===== src/hw/rtl/assert_macros.svh =====
// Assertion macros shared by the RTL modules; each expects clk and rst_n in scope.
`ifndef ASSERT_MACROS_SVH
`define ASSERT_MACROS_SVH

// Concurrent check on the rising clock edge, disabled while reset is asserted.
`define IORB_ASSERT(label, prop, msg) \
    label: assert property (@(posedge clk) disable iff (!rst_n) prop) else $error(msg);

// Condition that must never be seen on a clock edge out of reset.
`define IORB_NEVER(label, cond, msg) \
    `IORB_ASSERT(label, !(cond), msg)

`endif


===== src/hw/rtl/iorb_pkg.sv =====
// Package with widths, defaults and controller/datapath interface types.
`timescale 1ns / 1ps

package iorb_pkg;

    localparam int ID_W      = 7;
    localparam int VALUE_W   = 40;
    localparam int DEPTH_DEF = 64;

    // Commands from the controller to the datapath.
    typedef struct packed {
        logic store;    // write the accepted item into its slot
        logic load;     // read the slot at the release pointer
        logic advance;  // released item taken, step the pointer
    } iorb_cmd_t;

    // Status from the datapath to the controller.
    typedef struct packed {
        logic id_ok;       // incoming id lies within the usable length
        logic head_avail;  // slot at the release pointer is in range and valid
        logic run_last;    // item on the output closes the current run
    } iorb_status_t;

endpackage


===== src/hw/rtl/iorb_ctrl.sv =====
// Controller state machine sequencing insert, head check and run release.
`timescale 1ns / 1ps
`include "assert_macros.svh"

module iorb_ctrl (
    input  logic                  clk,
    input  logic                  rst_n,
    input  logic                  in_valid,
    output logic                  in_ready,
    output logic                  out_valid,
    input  logic                  out_ready,
    input  iorb_pkg::iorb_status_t status,
    output iorb_pkg::iorb_cmd_t    cmd
);
    import iorb_pkg::*;

    localparam logic [1:0] S_IDLE  = 2'd0;
    localparam logic [1:0] S_CHECK = 2'd1;
    localparam logic [1:0] S_SEND  = 2'd2;

    logic [1:0] state_reg;
    logic [1:0] state_next;

    always_ff @(posedge clk or negedge rst_n)
    begin
        if (!rst_n)
        begin
            state_reg <= S_IDLE;
        end
        else
        begin
            state_reg <= state_next;
        end
    end

    always_comb
    begin
        state_next  = state_reg;
        cmd         = '0;
        in_ready    = 1'b0;
        out_valid   = 1'b0;
        case (state_reg)
            S_IDLE:
            begin
                in_ready = 1'b1;
                // An id outside the stream is dropped and the block stays ready.
                if (in_valid && status.id_ok)
                begin
                    cmd.store  = 1'b1;
                    state_next = S_CHECK;
                end
            end
            S_CHECK:
            begin
                if (status.head_avail)
                begin
                    cmd.load   = 1'b1;
                    state_next = S_SEND;
                end
                else
                begin
                    state_next = S_IDLE;
                end
            end
            S_SEND:
            begin
                out_valid = 1'b1;
                if (out_ready)
                begin
                    cmd.advance = 1'b1;
                    if (status.run_last)
                    begin
                        state_next = S_IDLE;
                    end
                end
            end
            default:
            begin
                state_next = S_IDLE;
            end
        endcase
    end

    `IORB_ASSERT(a_send_from_check, (state_reg == S_SEND) && !$past(state_reg == S_SEND) |-> $past(state_reg == S_CHECK), "release run started without a head check")
    `IORB_ASSERT(a_drop_stays_ready, in_valid && in_ready && !status.id_ok |=> in_ready, "ignored item left the block busy")

endmodule


===== src/hw/rtl/iorb_datapath.sv =====
// Datapath: slot memory, valid bits, release pointer, stream length and output registers.
`timescale 1ns / 1ps
`include "assert_macros.svh"

module iorb_datapath #(
    parameter int DEPTH = iorb_pkg::DEPTH_DEF
) (
    input  logic                        clk,
    input  logic                        rst_n,
    input  logic                        cfg_wr_en,
    input  logic [iorb_pkg::ID_W-1:0]    cfg_wr_data,
    input  logic [iorb_pkg::ID_W-1:0]    entry_id,
    input  logic [iorb_pkg::VALUE_W-1:0] entry_value,
    input  iorb_pkg::iorb_cmd_t          cmd,
    output iorb_pkg::iorb_status_t       status,
    output logic [iorb_pkg::VALUE_W-1:0] released_value,
    output logic [iorb_pkg::ID_W-1:0]    released_id,
    output logic                        last
);
    import iorb_pkg::*;

    localparam int IDX_W = (DEPTH > 1) ? $clog2(DEPTH) : 1;

    logic [VALUE_W-1:0] mem [DEPTH];
    logic [VALUE_W-1:0] rd_data_reg;
    logic [DEPTH-1:0]   valid_reg;
    logic [ID_W-1:0]    ptr_reg;
    logic [ID_W-1:0]    len_reg;
    logic               last_reg;

    logic [ID_W-1:0]    len_eff;
    logic [IDX_W-1:0]   wr_idx;
    logic [IDX_W-1:0]   head_idx;
    logic [ID_W-1:0]    pos;
    logic [ID_W-1:0]    after;
    logic [IDX_W-1:0]   rd_idx;
    logic [IDX_W-1:0]   after_idx;
    logic               pos_last;
    logic               rd_en;

    // A length above the depth acts as the depth.
    assign len_eff  = (len_reg > ID_W'(DEPTH)) ? ID_W'(DEPTH) : len_reg;
    assign wr_idx   = IDX_W'(entry_id - ID_W'(1));
    assign head_idx = IDX_W'(ptr_reg - ID_W'(1));

    // Id of the item being fetched: the head on a load, the one after it on an advance.
    assign pos       = cmd.advance ? (ptr_reg + ID_W'(1)) : ptr_reg;
    assign after     = pos + ID_W'(1);
    assign rd_idx    = IDX_W'(pos - ID_W'(1));
    assign after_idx = IDX_W'(pos);
    assign pos_last  = !((after <= len_eff) && valid_reg[after_idx]);
    assign rd_en     = cmd.load || (cmd.advance && !last_reg);

    always_ff @(posedge clk or negedge rst_n)
    begin
        if (!rst_n)
        begin
            len_reg   <= ID_W'(DEPTH);
            valid_reg <= '0;
            ptr_reg   <= ID_W'(1);
            last_reg  <= 1'b0;
        end
        else if (cfg_wr_en)
        begin
            // A new stream length restarts the stream.
            len_reg   <= cfg_wr_data;
            valid_reg <= '0;
            ptr_reg   <= ID_W'(1);
        end
        else
        begin
            if (cmd.store)
            begin
                valid_reg[wr_idx] <= 1'b1;
            end
            if (cmd.advance)
            begin
                ptr_reg <= ptr_reg + ID_W'(1);
            end
            if (rd_en)
            begin
                last_reg <= pos_last;
            end
        end
    end

    always_ff @(posedge clk)
    begin
        if (cmd.store)
        begin
            mem[wr_idx] <= entry_value;
        end
        if (rd_en)
        begin
            rd_data_reg <= mem[rd_idx];
        end
    end

    assign status.id_ok      = (entry_id != '0) && (entry_id <= len_eff);
    assign status.head_avail = (ptr_reg <= len_eff) && valid_reg[head_idx];
    assign status.run_last   = last_reg;

    assign released_value = rd_data_reg;
    assign released_id    = ptr_reg;
    assign last           = last_reg;

    `IORB_ASSERT(a_store_sets_valid, cmd.store && !cfg_wr_en |=> valid_reg[$past(wr_idx)], "stored slot not marked valid")
    `IORB_ASSERT(a_run_continues, cmd.advance && !last_reg && !cfg_wr_en |=> status.head_avail, "run continued onto a slot that is not ready")

endmodule


===== src/hw/rtl/in_order_release_buffer.sv =====
// Top level of the in-order release buffer: controller plus datapath.
`timescale 1ns / 1ps

// An item carries a one-based id and a 40-bit payload; it is stored in the slot for its id
// and then the longest run of ready slots from the release pointer leaves in id order, one
// result per cycle while out_ready is high, with last on the final one. An item with an id
// outside 1..stream_length (a length above the depth acts as the depth) releases nothing
// and the block stays ready. Any other item is accepted, then head-checked, then releases
// its run; the block takes no new item until that is done. The single read port of the
// slot memory sets the one-result-per-cycle pace of a run. Writing cfg_wr_data with
// cfg_wr_en starts a new stream at once (valid bits cleared, pointer back to one); write it
// only while the block is idle. After reset the stream length is the depth.
module in_order_release_buffer #(
    parameter int DEPTH = iorb_pkg::DEPTH_DEF
) (
    input  logic                        clk,
    input  logic                        rst_n,
    input  logic                        cfg_wr_en,
    input  logic [iorb_pkg::ID_W-1:0]    cfg_wr_data,
    input  logic                        in_valid,
    output logic                        in_ready,
    input  logic [iorb_pkg::ID_W-1:0]    entry_id,
    input  logic [iorb_pkg::VALUE_W-1:0] entry_value,
    output logic                        out_valid,
    input  logic                        out_ready,
    output logic [iorb_pkg::VALUE_W-1:0] released_value,
    output logic [iorb_pkg::ID_W-1:0]    released_id,
    output logic                        last
);
    import iorb_pkg::*;

    iorb_cmd_t    cmd;
    iorb_status_t status;

    iorb_ctrl u_ctrl (
        .clk       (clk),
        .rst_n     (rst_n),
        .in_valid  (in_valid),
        .in_ready  (in_ready),
        .out_valid (out_valid),
        .out_ready (out_ready),
        .status    (status),
        .cmd       (cmd)
    );

    iorb_datapath #(
        .DEPTH (DEPTH)
    ) u_datapath (
        .clk            (clk),
        .rst_n          (rst_n),
        .cfg_wr_en      (cfg_wr_en),
        .cfg_wr_data    (cfg_wr_data),
        .entry_id       (entry_id),
        .entry_value    (entry_value),
        .cmd            (cmd),
        .status         (status),
        .released_value (released_value),
        .released_id    (released_id),
        .last           (last)
    );

endmodule


===== config.mk =====
export PLATFORM = sky130hd
export DESIGN_NAME = in_order_release_buffer
export DESIGN_NICKNAME = d
export VERILOG_FILES = /design/src/hw/rtl/iorb_pkg.sv /design/src/hw/rtl/iorb_ctrl.sv /design/src/hw/rtl/iorb_datapath.sv /design/src/hw/rtl/in_order_release_buffer.sv
export VERILOG_INCLUDE_DIRS = /design/src /design/src/hw/rtl
export SDC_FILE = /design/constraint.sdc
export NUM_CORES = 2
export LEC_CHECK = 0
export ABC_AREA = 1
export BUFFER_PORTS_ARGS = -buffer_cell sky130_fd_sc_hd__buf_4
export CAP_MARGIN = 10
export CORE_ASPECT_RATIO = 0.6
export CORE_MARGIN = 1.5
export CORE_UTILIZATION = 40
export DETAILED_ROUTE_END_ITERATION = 7
export HOLD_SLACK_MARGIN = 0.02
export PLACE_DENSITY = 0.51
export SYNTH_ARGS = -nofsm -noshare
export SYNTH_HDL_FRONTEND = slang
export SYNTH_HIERARCHICAL = 1
export SYNTH_SLANG_ARGS = --single-unit

===== constraint.sdc =====
create_clock -name clk -period 6.95 [get_ports clk]
set_clock_uncertainty 0.05 [all_clocks]
set_input_delay 1.0425 -clock clk [delete_from_list [all_inputs] [get_ports clk]]
set_output_delay 1.0425 -clock clk [all_outputs]
set_load 0.01 [all_outputs]

==> run_results.csv <==
group,metric,value,unit
clock_tree,cts_buffers,268,
floorplan,io_pins,109,
cells_and_area,drive_gt1_frac,0.0877,
clock_tree,hold_buffers,0,
logic_synthesis,synthAdderAreaFrac,0.00311,
power_and_ir_drop,power_density,269,nW/um2
logic_synthesis,yosys.area.top_type_share,0.719,
grt,grt_start_max_net_pins,190,
grt,grt_antenna_before_repair,20,
grt,grt_pass1_wl,528,mm
power_and_ir_drop,power,32.9,mW
logic_synthesis,synth.avg_cell_area,12.7,um2
clock_tree,worst_skew_pair.late_latency,0.87,ns
logic_synthesis,synthesis.instances,8520,
logic_synthesis,synth_seq_cells,2681,
logic_synthesis,netlist_area,109000,um2
floorplan,core_area,269000,um2
floorplan,die_area,275000,um2
grt,grt_usage,0.269,
placed_design,dp_hpwl,196,mm
grt,grt_pass1_vias,67483,
logic_synthesis,ys.warnings.count,6,
logic_synthesis,synth_top_family_by_area,"simple AND/OR/NAND/NOR gates",
clock_tree,cts_tree,"built",
outcome,outcome,"completed",
cells_and_area,fill_cells,24073,
logic_synthesis,async_flop_share,0.0302,
clock_tree,clkTransAtPathRegs,0.07,ns
logic_synthesis,synth_cell_types,41,
timing,max_slew_margin,0.131,
clock_tree,cts-resized-gates,0,
logic_synthesis,yosys.area_share.simple,0.116,
clock_tree,clk_path_buf_depth,4,
power_and_ir_drop,peakVddDrop,0.182,mV
routing,dr.pass1.iters,6,
timing,final-setup-viol-count,0,
timing,hold_viol,0,
clock_tree,post_cts_buffers,0,
power_and_ir_drop,p_sw_frac,0.208,
power_and_ir_drop,leakage,40.6,nW
cells_and_area,largest_reg_flops,2560,
logic_synthesis,synth_seq_area_share,0.738,
grt,overflow,0,
clock_tree,htree_levels,5,
floorplan,initial_core_util,0.404,
placed_design,place_area,114000,um2
timing,fin_crit_sh,0.799,
routing,wire_per_inst,30.5,um
routing,detail_route.iter0.violations,9588,
cells_and_area,fin_area,122000,um2
power_and_ir_drop,clkPwrFrac,0.438,
worst_setup_path,arrival,6.07,ns
logic_synthesis,synth_edf_count,2600,
logic_synthesis,synth_area_leaders,"edfxtp_1, nand3_1, o21ai_0, nand2_1, o21bai_1",
min_path,hold_class,"input port to asynchronous set/reset pin",
worst_setup_path,critical_path_class,"register to register",
cells_and_area,synthToLayoutAreaGrowth,12.7,%
logic_synthesis,synth-xor-area-share,0.00262,
logic_synthesis,synth_mux_area_frac,0,
routing,antenna_left,0,
routing,vias,72094,
placed_design,port_buffers,108,
timing,fin_crit,5.55,ns
routing,vias_per_cell,5.86,
placed_design,gp_congestion,0.826,
worst_setup_path,cp-start-kind,"register",
power_and_ir_drop,pwr-share-comb,0.021,
routing,drcViolationCount,0,
power_and_ir_drop,seqPwrFrac,0.541,
worst_setup_path,worstPathRequired,7.47,ns
floorplan,die_w,675,um
timing,setup_ws,1.40,ns
logic_synthesis,synth_ff_type,"edfxtp_1",
worst_setup_path,worstPathMaxFanout,89,
placed_design,post-place-ws,1.53,ns
run,drv_cap,0,
routing,routed_wl,376,mm
floorplan,rows,147,
timing,drv_slew,0,
clock_tree,cts_sinks,2681,
floorplan,fp.dieH,406,um
timing,rsz0062_at_grt,"no",
logic_synthesis,yosys.area.top_type,"edfxtp_1",
worst_setup_path,endpoint_kind,"register",
logic_synthesis,syn_nets,8606,
cells_and_area,final_util,0.455,
timing,tightest_slew,1.30,ns
logic_synthesis,synth_compound_area_frac,0.107,
power_and_ir_drop,switching_power,6.83,mW
cells_and_area,nNetsFinal,8606,
clock_tree,cts_root_buffer,"clkbuf_16",
timing,fin_setup_tns,0,ns
timing,clock.fmax,180,MHz
power_and_ir_drop,intPower,26.1,mW
## layer usage
layer,wire length (um),global-route usage
met4,7510,0.0598
met3,30300,0.0414
met2,164000,0.399
met1,174000,0.417
met5,18,0
## path summary, 6_finish.rpt
kind | startpoint | to | slack [ns] | cells after the start
worst max-delay path | u_datapath/released_id[0] | u_datapath/released_value[32] | 1.40 | 15
worst min-delay path | rst_n | u_datapath/released_id[5] | 0.08 | 1
worst max register to register | u_datapath/released_id[0] | u_datapath/released_value[32] | 1.40 | 15
worst min register to register | u_datapath/len_reg[3] | u_datapath/len_reg[3] | 0.47 | 2
max in group asynchronous | rst_n | u_datapath/valid_reg[30] | 5.63 | 2
min in group clk | cfg_wr_data[4] | u_datapath/len_reg[4] | 0.38 | 3
## worst max-delay path, cell delays in order (launching register included)
cell and delay (ns):
dfstp_2 0.52, inv_1 0.03, buf_4 0.21, ha_1 1.02
inv_1 0.61, nand2_1 0.20, o21ai_2 0.16, ha_1 0.37
xnor2_2 0.21, buf_4 0.24, buf_12 0.44, o211ai_1 0.18
nand3_1 0.17, nand3_1 0.16, nand3_1 0.48, nand2_1 0.09
## cells by family after synthesis
family,after synthesis
xor gates and xnor gates,23
DFF,2681
AOI/OAI and AO/OA,1959
and+or+nand+nor,2951
buffers and inverters,879
adders and majority gates,27
## cell type report
type	count	area (um2)	share of cell area
well taps	3576	4470	0.0366
inverters	292	1150	0.00937
clock buffers	336	7220	0.0590
multi-input cells	4960	25200	0.206
clock inverters	129	1160	0.00949
repair buffers	317	3040	0.0249
flip-flops and latches	2681	80100	0.655
diodes	9	22.5	0.000184
## metrics by stage
stage / cells / hold WS (ns)
2_1_floorplan: 8520 / 0.414
3_3_place_gp: 11825 / 0.439
3_5_place_dp: 11826 / 0.445
4_1_cts: 12291 / 0.0414
5_1_grt: 12296 / 0.0720
6_report: 12300 / 0.0803
## placed cells by master (no fill, tap or decap), types with 6 or more instances in the layout
cell	Yosys	layout
o211ai_1	200	200
nand3_1	1135	1135
clkinv_2	0	71
nor3_1	14	14
clkinv_1	0	57
o21a_1	48	48
inv_6	0	7
nand2_1	1342	1341
buf_12	0	53
buf_4	16	264
o21ai_1	13	13
clkbuf_16	0	280
clkbuf_1	327	56
diode_2	0	9
ha_1	27	26
nor2_4	1	33
edfxtp_1	2600	2600
dfrtp_1	79	79
inv_1	288	255
nor2_1	443	411
o22ai_1	110	110
nand4_1	6	6
xor2_1	12	12
bufinv_16	0	21
o21ai_0	1125	1125
a21oi_1	45	45
o21bai_1	410	409
## Yosys cell counts, types with 6 or more instances
cell type  number
a21oi_1        45
buf_1          39
buf_2         205
buf_4          16
clkbuf_1      327
dfrtp_1        79
edfxtp_1     2600
ha_1           27
inv_1         288
nand2_1      1342
nand3_1      1135
nand4_1         6
nor2_1        443
nor3_1         14
o211ai_1      200
o21a_1         48
o21ai_0      1125
o21ai_1        13
o21bai_1      410
o22ai_1       110
xor2_1         12
## power by group through the flow
stage | clock network (mW) | logic (mW) | registers [mW]
after CTS | 14.6 | 0.700 | 17.8
after floorplan | 0 | 0.247 | 18.1
after global routing | 15.2 | 0.758 | 17.8
after detailed placement | 0 | 0.699 | 18.1
after global placement | 0 | 0.687 | 18.1
final | 14.4 | 0.695 | 17.8
(Power assumes the default switching activity.)
